[src/hw/rtl/sis_pkg.sv]
// Shared types, constants and the hash step for the sorted id set.
// No dependencies.
package sis_pkg;

  localparam int CAPACITY_DEF = 32;
  localparam int ID_WIDTH_DEF = 32;
  localparam int HASH_W       = 64;

  localparam logic [HASH_W-1:0] FNV_BASIS = 64'hCBF2_9CE4_8422_2325;

  localparam logic [1:0] CMD_ADD    = 2'd0;
  localparam logic [1:0] CMD_REMOVE = 2'd1;
  localparam logic [1:0] CMD_QUERY  = 2'd2;
  localparam logic [1:0] CMD_CLEAR  = 2'd3;

  typedef struct packed {
    logic clear;
    logic load;
    logic step;
  } hash_ctl_t;

  // XOR in one word, then multiply by the prime 2^40 + 0x1B3 modulo 2^64.
  function automatic logic [HASH_W-1:0] fnv_step(input logic [HASH_W-1:0] h,
                                                 input logic [HASH_W-1:0] x);
    logic [HASH_W-1:0] t;
    t = h ^ x;
    return (t << 40) + (t << 8) + (t << 7) + (t << 5) + (t << 4) + (t << 1) + t;
  endfunction

endpackage

[src/hw/rtl/sorted_id_set_with_fnv_hash_unit.sv]
// Sorted id set with cached FNV-1a style hash. Depends on sis_pkg, sis_mem, sis_hash.
// A query or no-op command scans the entry memory serially (skipped when the set is empty),
// then answers; an add or remove that changes the set adds one pass that shifts entries
// and steps the hash unit once per entry; a clear answers straight from idle.
// One command at a time: the next is taken the cycle after the result is taken.
// Synchronous active-low reset empties the set and zeroes the hash.
module sorted_id_set_with_fnv_hash_unit
  import sis_pkg::*;
#(
  parameter int CAPACITY = CAPACITY_DEF,
  parameter int ID_WIDTH = ID_WIDTH_DEF
) (
  input  logic        clk,
  input  logic        rst_n,
  input  logic        in_valid,
  output logic        in_ready,
  input  logic [1:0]  in_command,
  input  logic [31:0] in_entry_id,
  output logic        out_valid,
  input  logic        out_ready,
  output logic        out_found,
  output logic        out_overflow,
  output logic [5:0]  out_entry_count,
  output logic [63:0] out_set_hash
);

  localparam int IDX_W = (CAPACITY > 1) ? $clog2(CAPACITY) : 1;
  localparam int CNT_W = $clog2(CAPACITY + 1);

  localparam logic [2:0] ST_IDLE   = 3'd0;
  localparam logic [2:0] ST_SEARCH = 3'd1;
  localparam logic [2:0] ST_DECIDE = 3'd2;
  localparam logic [2:0] ST_PRIME  = 3'd3;
  localparam logic [2:0] ST_BUILD  = 3'd4;
  localparam logic [2:0] ST_DONE   = 3'd5;

  logic [2:0]          state_r, state_nxt;
  logic [1:0]          cmd_r, cmd_nxt;
  logic [ID_WIDTH-1:0] key_r, key_nxt;
  logic [CNT_W-1:0]    cnt_r, cnt_nxt;
  logic [CNT_W-1:0]    new_cnt_r, new_cnt_nxt;
  logic [CNT_W-1:0]    k_r, k_nxt;
  logic [CNT_W-1:0]    pos_r, pos_nxt;
  logic                present_r, present_nxt;
  logic                found_r, found_nxt;
  logic                ovf_r, ovf_nxt;
  logic [ID_WIDTH-1:0] carry_r, carry_nxt;

  logic [63:0]         id_ext;
  logic [ID_WIDTH-1:0] in_key;
  logic [CNT_W-1:0]    k_inc;
  logic [CNT_W:0]      src_idx;
  logic [CNT_W:0]      src0_idx;
  logic [ID_WIDTH-1:0] new_val;
  logic [63:0]         cnt_ext;

  logic                rd_en, wr_en;
  logic [IDX_W-1:0]    rd_addr, wr_addr;
  logic [ID_WIDTH-1:0] rd_data, wr_data;

  hash_ctl_t           hctl;
  logic [ID_WIDTH-1:0] hdata;
  logic [HASH_W-1:0]   digest;

  assign id_ext = 64'(in_entry_id);
  assign in_key = id_ext[ID_WIDTH-1:0];
  assign k_inc  = k_r + CNT_W'(1);

  // Source index of the next element: a remove skips the deleted slot.
  assign src_idx  = (cmd_r == CMD_REMOVE && k_inc >= pos_r) ?
                    ({1'b0, k_inc} + (CNT_W+1)'(1)) : {1'b0, k_inc};
  assign src0_idx = (cmd_r == CMD_REMOVE && pos_r == '0) ?
                    (CNT_W+1)'(1) : '0;

  // Element of the rebuilt set: an add inserts the key at pos and shifts up.
  always_comb begin
    new_val = rd_data;
    if (cmd_r == CMD_ADD) begin
      if (k_r == pos_r) begin
        new_val = key_r;
      end else if (k_r > pos_r) begin
        new_val = carry_r;
      end
    end
  end

  always_comb begin
    state_nxt   = state_r;
    cmd_nxt     = cmd_r;
    key_nxt     = key_r;
    cnt_nxt     = cnt_r;
    new_cnt_nxt = new_cnt_r;
    k_nxt       = k_r;
    pos_nxt     = pos_r;
    present_nxt = present_r;
    found_nxt   = found_r;
    ovf_nxt     = ovf_r;
    carry_nxt   = carry_r;
    rd_en       = 1'b0;
    rd_addr     = '0;
    wr_en       = 1'b0;
    wr_addr     = k_r[IDX_W-1:0];
    wr_data     = new_val;
    hctl        = '0;
    hdata       = new_val;

    case (state_r)
      ST_IDLE: begin
        if (in_valid) begin
          cmd_nxt   = in_command;
          key_nxt   = in_key;
          found_nxt = 1'b0;
          ovf_nxt   = 1'b0;
          if (in_command == CMD_CLEAR) begin
            cnt_nxt    = '0;
            hctl.clear = 1'b1;
            state_nxt  = ST_DONE;
          end else if (cnt_r == '0) begin
            pos_nxt     = '0;
            present_nxt = 1'b0;
            state_nxt   = ST_DECIDE;
          end else begin
            rd_en     = 1'b1;
            rd_addr   = '0;
            k_nxt     = '0;
            state_nxt = ST_SEARCH;
          end
        end
      end

      ST_SEARCH: begin
        // Stop at the first entry not below the key, or past the last one.
        if (rd_data >= key_r || k_inc == cnt_r) begin
          pos_nxt     = (rd_data >= key_r) ? k_r : cnt_r;
          present_nxt = (rd_data == key_r);
          state_nxt   = ST_DECIDE;
        end else begin
          rd_en   = 1'b1;
          rd_addr = k_inc[IDX_W-1:0];
          k_nxt   = k_inc;
        end
      end

      ST_DECIDE: begin
        found_nxt = present_r;
        state_nxt = ST_DONE;
        case (cmd_r)
          CMD_ADD: begin
            if (!present_r) begin
              if (cnt_r == CNT_W'(CAPACITY)) begin
                ovf_nxt = 1'b1;
              end else begin
                new_cnt_nxt = cnt_r + CNT_W'(1);
                state_nxt   = ST_PRIME;
              end
            end
          end
          CMD_REMOVE: begin
            if (present_r) begin
              new_cnt_nxt = cnt_r - CNT_W'(1);
              state_nxt   = ST_PRIME;
            end
          end
          default: begin
            state_nxt = ST_DONE;
          end
        endcase
      end

      ST_PRIME: begin
        hctl.load = 1'b1;
        k_nxt     = '0;
        if (new_cnt_r == '0) begin
          cnt_nxt   = '0;
          state_nxt = ST_DONE;
        end else begin
          rd_en     = (src0_idx < {1'b0, cnt_r});
          rd_addr   = src0_idx[IDX_W-1:0];
          state_nxt = ST_BUILD;
        end
      end

      ST_BUILD: begin
        wr_en     = 1'b1;
        hctl.step = 1'b1;
        if (cmd_r == CMD_ADD && k_r >= pos_r) begin
          carry_nxt = rd_data;
        end
        if (k_inc == new_cnt_r) begin
          cnt_nxt   = new_cnt_r;
          state_nxt = ST_DONE;
        end else begin
          rd_en   = (src_idx < {1'b0, cnt_r});
          rd_addr = src_idx[IDX_W-1:0];
          k_nxt   = k_inc;
        end
      end

      ST_DONE: begin
        if (out_ready) begin
          state_nxt = ST_IDLE;
        end
      end

      default: begin
        state_nxt = ST_IDLE;
      end
    endcase
  end

  always_ff @(posedge clk) begin
    if (!rst_n) begin
      state_r <= ST_IDLE;
      cnt_r   <= '0;
    end else begin
      state_r <= state_nxt;
      cnt_r   <= cnt_nxt;
    end
  end

  always_ff @(posedge clk) begin
    cmd_r     <= cmd_nxt;
    key_r     <= key_nxt;
    new_cnt_r <= new_cnt_nxt;
    k_r       <= k_nxt;
    pos_r     <= pos_nxt;
    present_r <= present_nxt;
    found_r   <= found_nxt;
    ovf_r     <= ovf_nxt;
    carry_r   <= carry_nxt;
  end

  sis_mem #(
    .DEPTH (CAPACITY),
    .WIDTH (ID_WIDTH),
    .AW    (IDX_W)
  ) u_mem (
    .clk     (clk),
    .rd_en   (rd_en),
    .rd_addr (rd_addr),
    .rd_data (rd_data),
    .wr_en   (wr_en),
    .wr_addr (wr_addr),
    .wr_data (wr_data)
  );

  sis_hash #(
    .ID_WIDTH (ID_WIDTH)
  ) u_hash (
    .clk    (clk),
    .rst_n  (rst_n),
    .ctl    (hctl),
    .data   (hdata),
    .digest (digest)
  );

  always_comb begin
    cnt_ext = '0;
    cnt_ext[CNT_W-1:0] = cnt_r;
  end

  assign in_ready        = (state_r == ST_IDLE);
  assign out_valid       = (state_r == ST_DONE);
  assign out_found       = found_r;
  assign out_overflow    = ovf_r;
  assign out_entry_count = cnt_ext[5:0];
  assign out_set_hash    = digest;

endmodule

[src/hw/rtl/sis_mem.sv]
// Entry memory for the sorted id set: one write and one registered read per cycle.
// No package dependencies.
module sis_mem #(
  parameter int DEPTH = 32,
  parameter int WIDTH = 32,
  parameter int AW    = 5
) (
  input  logic             clk,
  input  logic             rd_en,
  input  logic [AW-1:0]    rd_addr,
  output logic [WIDTH-1:0] rd_data,
  input  logic             wr_en,
  input  logic [AW-1:0]    wr_addr,
  input  logic [WIDTH-1:0] wr_data
);

  logic [WIDTH-1:0] mem_r [DEPTH];
  logic [WIDTH-1:0] rd_data_r;

  always_ff @(posedge clk) begin
    if (wr_en) begin
      mem_r[wr_addr] <= wr_data;
    end
  end

  always_ff @(posedge clk) begin
    if (rd_en) begin
      rd_data_r <= mem_r[rd_addr];
    end
  end

  assign rd_data = rd_data_r;

endmodule

[src/hw/rtl/sis_hash.sv]
// Cached digest register and the FNV step unit.
// Depends on sis_pkg for the hash constants, step function and control struct.
module sis_hash
  import sis_pkg::*;
#(
  parameter int ID_WIDTH = ID_WIDTH_DEF
) (
  input  logic                clk,
  input  logic                rst_n,
  input  hash_ctl_t           ctl,
  input  logic [ID_WIDTH-1:0] data,
  output logic [HASH_W-1:0]   digest
);

  logic [HASH_W-1:0] digest_r;
  logic [HASH_W-1:0] digest_nxt;
  logic [HASH_W-1:0] data_ext;

  always_comb begin
    data_ext = '0;
    data_ext[ID_WIDTH-1:0] = data;
  end

  always_comb begin
    digest_nxt = digest_r;
    if (ctl.clear) begin
      digest_nxt = '0;
    end else if (ctl.load) begin
      digest_nxt = FNV_BASIS;
    end else if (ctl.step) begin
      digest_nxt = fnv_step(digest_r, data_ext);
    end
  end

  always_ff @(posedge clk) begin
    if (!rst_n) begin
      digest_r <= '0;
    end else begin
      digest_r <= digest_nxt;
    end
  end

  assign digest = digest_r;

endmodule

[config.mk]
export PLATFORM = sky130hd
export DESIGN_NAME = sorted_id_set_with_fnv_hash_unit
export DESIGN_NICKNAME = d
export VERILOG_FILES = /design/src/hw/rtl/sis_pkg.sv /design/src/hw/rtl/sorted_id_set_with_fnv_hash_unit.sv /design/src/hw/rtl/sis_mem.sv /design/src/hw/rtl/sis_hash.sv
export SDC_FILE = /design/constraint.sdc
export NUM_CORES = 2
export LEC_CHECK = 0
export BUFFER_PORTS_ARGS = -buffer_cell sky130_fd_sc_hd__buf_2
export CAP_MARGIN = 20
export CORE_MARGIN = 1
export CORE_UTILIZATION = 46
export DETAILED_ROUTE_END_ITERATION = 10
export PLACE_DENSITY = 0.59
export SLEW_MARGIN = 25
export SYNTH_ARGS = -nofsm -noshare
export SYNTH_HDL_FRONTEND = slang
export SYNTH_SLANG_ARGS = --single-unit
[constraint.sdc]
create_clock -name clk -period 24.9 [get_ports clk]
set_clock_uncertainty 0.05 [all_clocks]
set_input_delay 3.735 -clock clk [delete_from_list [all_inputs] [get_ports clk]]
set_output_delay 3.735 -clock clk [all_outputs]
set_load 0.005 [all_outputs]
==> key figures <==
STA
  – Fin. Hold Viols: 0
  – Max Slew Vio Count: 0
  – Fin crit share: around 40%
  – Slew headroom: about a quarter
  – Fmax: between 100 and 150 MHz
  – RSZ-0062 raised after global routing: false
  – Setup Viol. Count Final: 0
  – Min Tclk post-route: 9900 ps
  – Setup TNS: 0 ps
  – Worst-Margin Slew: between 1000 and 1500 ps

Die
  – Rows: 130
  – Die X: 360 um
  – Core Area: around 130000 um^2
  – Die H: 360 um
  – Initial Utilization: 46.6%
  – I/O pins: around 110
  – DIE AREA: between 100000 and 150000 um^2

Global routing
  – Gr usage total: between 20 and 30%
  – Pin count of the biggest net entering global routing: ~120
  – Global route overflow: 0
  – Number of global-route vias before repair: around 38000
  – Antenna violations before repair: 8
  – Global-route wire length before repair: 256000 um

Routing
  – Drt wl/cell: about 27 um
  – DRC errors left: 0
  – Final wirelength: about 170000 um
  – Iteration-0 DRC Markers: approximately 4200
  – DR vias: approximately 40000
  – ANT nets after route: 0
  – Post-DR vias/cell: ~6.0
  – Pre-Repair DR Iteration Count: 6

Yosys
  – Syn_area_per_cell: between 10 and 15 um^2
  – Cell area after synthesis: between 50000 and 60000 um^2
  – Predominant post-synthesis flop cell: edfxtp_1
  – Ys async rst share: 0%
  – Synth Register Bits: between 1000 and 1500
  – Netlist cell types: just under 90
  – Yosys warnings: 0
  – Mapped Nets: 5131
  – Register area share after synthesis: 60.8%
  – Mapped Cells: 4700
  – Post-synth EDFFs: around 1100

Clock network
  – CTS tree: yes
  – Root buffer cell: clkbuf_16
  – Hold buffer count at CTS: 0
  – Max clock buf depth: 3
  – Number of H-tree levels: 4
  – CTS sink cnt: about 1200
  – CTS clock-pin slew for the worst setup and hold paths: roughly 60 ps
  – Setup Buffers After CTS: 0
  – Cts bufs inserted: about 130
  – Clock Latency Late Sink: between 700 and 800 ps
  – CTS-repair resized insts: 0

Final layout
  – Share of cells above drive strength 1: under 10%
  – # fillers: 10905
  – Fin util: 52.1%
  – Fin area: around 66000 um^2
  – Synthesis-to-finish area growth: 11.8%
  – Nets: roughly 5200
  – Cell Count, Final, Fillers Out: around 6600

Critical path
  – Startpoint types: flip-flop
  – Critical path required time: 25510 ps
  – Worst Setup End Kind: flip-flop
  – CP arrival: approximately 11000 ps
  – Slowest cell delay on critical path: roughly 750 ps
  – Crit Path Class: flip-flop to flip-flop
  – CP max-delay cell: edfxtp_1
  – Most frequent CP cell: ha_1
  – Worst-path fanout max: 32

Flow run
  – Max_cap viols: 0

Placement
  – Post-DP HPWL: about 110000 um
  – Placed cell area: slightly above 60000 um^2
  – Placed cells: 6318
  – PortBufs: 111
  – RePlAce Congestion: ~0.94

Outcome
  – Status: finished clean

Min path
  – HP Class: flip-flop to flip-flop
-- worst paths after layout --
path / startpoint / slack, ps / to / cells past startpoint
hold / removal: u_mem.rd_data[6] / 450 / carry_r[6] / 0
setup / recovery: k_r[3] / 15000 / u_hash.digest[63] / 29
hold reg to reg: u_mem.rd_data[6] / 450 / carry_r[6] / 0
setup reg to reg: k_r[3] / 15000 / u_hash.digest[63] / 29
-- registers in the layout (all words and copies together), names as in the netlist --
name and cells:
u_hash.digest 64, out_entry_count 6, out_overflow 1, u_mem.rd_data 32, key_r 32, pos_r 6
k_r 6, carry_r 32, state_r 3, u_mem.mem_r 1024, cmd_r 2, new_cnt_r 6
present_r 1, out_found 1
-- kinds of logic after synthesis --
kind of cell / count (synthesis) / share of synthesized area, %
AOI/OAI and AO/OA: 820 / 9.02
xor gates and xnor gates: 193 / 2.98
adders and majority gates: 408 / 11.3
buffers and inverters: 587 / 3.97
DFF: 1216 / 60.8
muxes: 66 / 1.13
and+or+nand+nor: 1410 / 10.8
-- critical path: cells and delay by family, from the launching register on --
family | cells | cell delay [ps]
AOI/OAI and AO/OA | 15 | 5050
DFF | 1 | 750
and+or+nand+nor | 3 | 480
xor gates and xnor gates | 2 | 890
buffers and inverters | 2 | 110
adders and majority gates | 7 | 2450
-- synthesized netlist by cell type (67+ instances only) --
| cell | count | area [um^2] |
|---|---|---|
| nor2_1 | 158 | 593 |
| clkbuf_1 | 149 | 559 |
| dfxtp_1 | 73 | 1460 |
| xnor2_1 | 139 | 1220 |
| nand2_1 | 715 | 2680 |
| a21oi_1 | 250 | 1250 |
| nand4_1 | 153 | 957 |
| a221oi_1 | 67 | 587 |
| nand3_1 | 274 | 1370 |
| edfxtp_1 | 1143 | 34300 |
| o21ai_0 | 140 | 701 |
| buf_2 | 69 | 345 |
| ha_1 | 185 | 2310 |
| fa_1 | 208 | 4160 |
| inv_1 | 341 | 1280 |
-- cell usage in the layout (no fill, tap or decap), drive strengths merged, types with 7 or more instances in the layout --
cell    netlist  final
edfxtp     1143   1143
nand2       715    715
inv         342    347
nand3       275    275
a21oi       250    250
buf          93    214
fa          208    208
ha          185    185
o21ai       166    166
nor2        163    163
clkbuf      152    161
nand4       153    153
xnor2       139    139
dfxtp        73     73
a221oi       67     67
o22ai        65     65
mux2i        65     65
a21o         65     65
a32oi        64     64
clkinv        0     56
xor2         52     52
o311ai       33     33
nor3         19     19
nand2b       17     17
and2         16     16
maj3         15     15
a21boi       15     15
a31oi        12     12
o21a         12     12
o21bai       11     11
nor2b         9      9
bufinv        0      9
or3           8      8
a211oi        7      7
-- per-stage QoR --
step	setup WS, ps	hold slack, ps
2_1_floorplan	17120	400
3_3_place_gp	15080	424
3_5_place_dp	14920	424
4_1_cts	14890	441
5_1_grt	14590	467
6_report	15000	446
-- layer usage --
layer  track usage, %  part of all wire (%)  up-vias
met3             4.57                   8.0      299
met4             9.75                   3.6        4
met5                0                 0.013        -
met1             37.4                    42    19751
li1                 -                     -    17320
met2             42.4                    46     1630
-- layout make-up --
class,instances,area (um^2),share of cell area [%]
clock inverter,74,737,1.12
clock buffer,161,3430,5.22
tap,1650,2060,3.14
multi-input combinational,2897,21100,32.0
sequential,1216,35800,54.4
inverter,342,1280,1.95
antenna,1,2.50,0.00381
timing repair buffer,214,1360,2.07
Power is not shown: default switching activity piles up to over one toggle a cycle in this logic, so the estimate is an artifact.
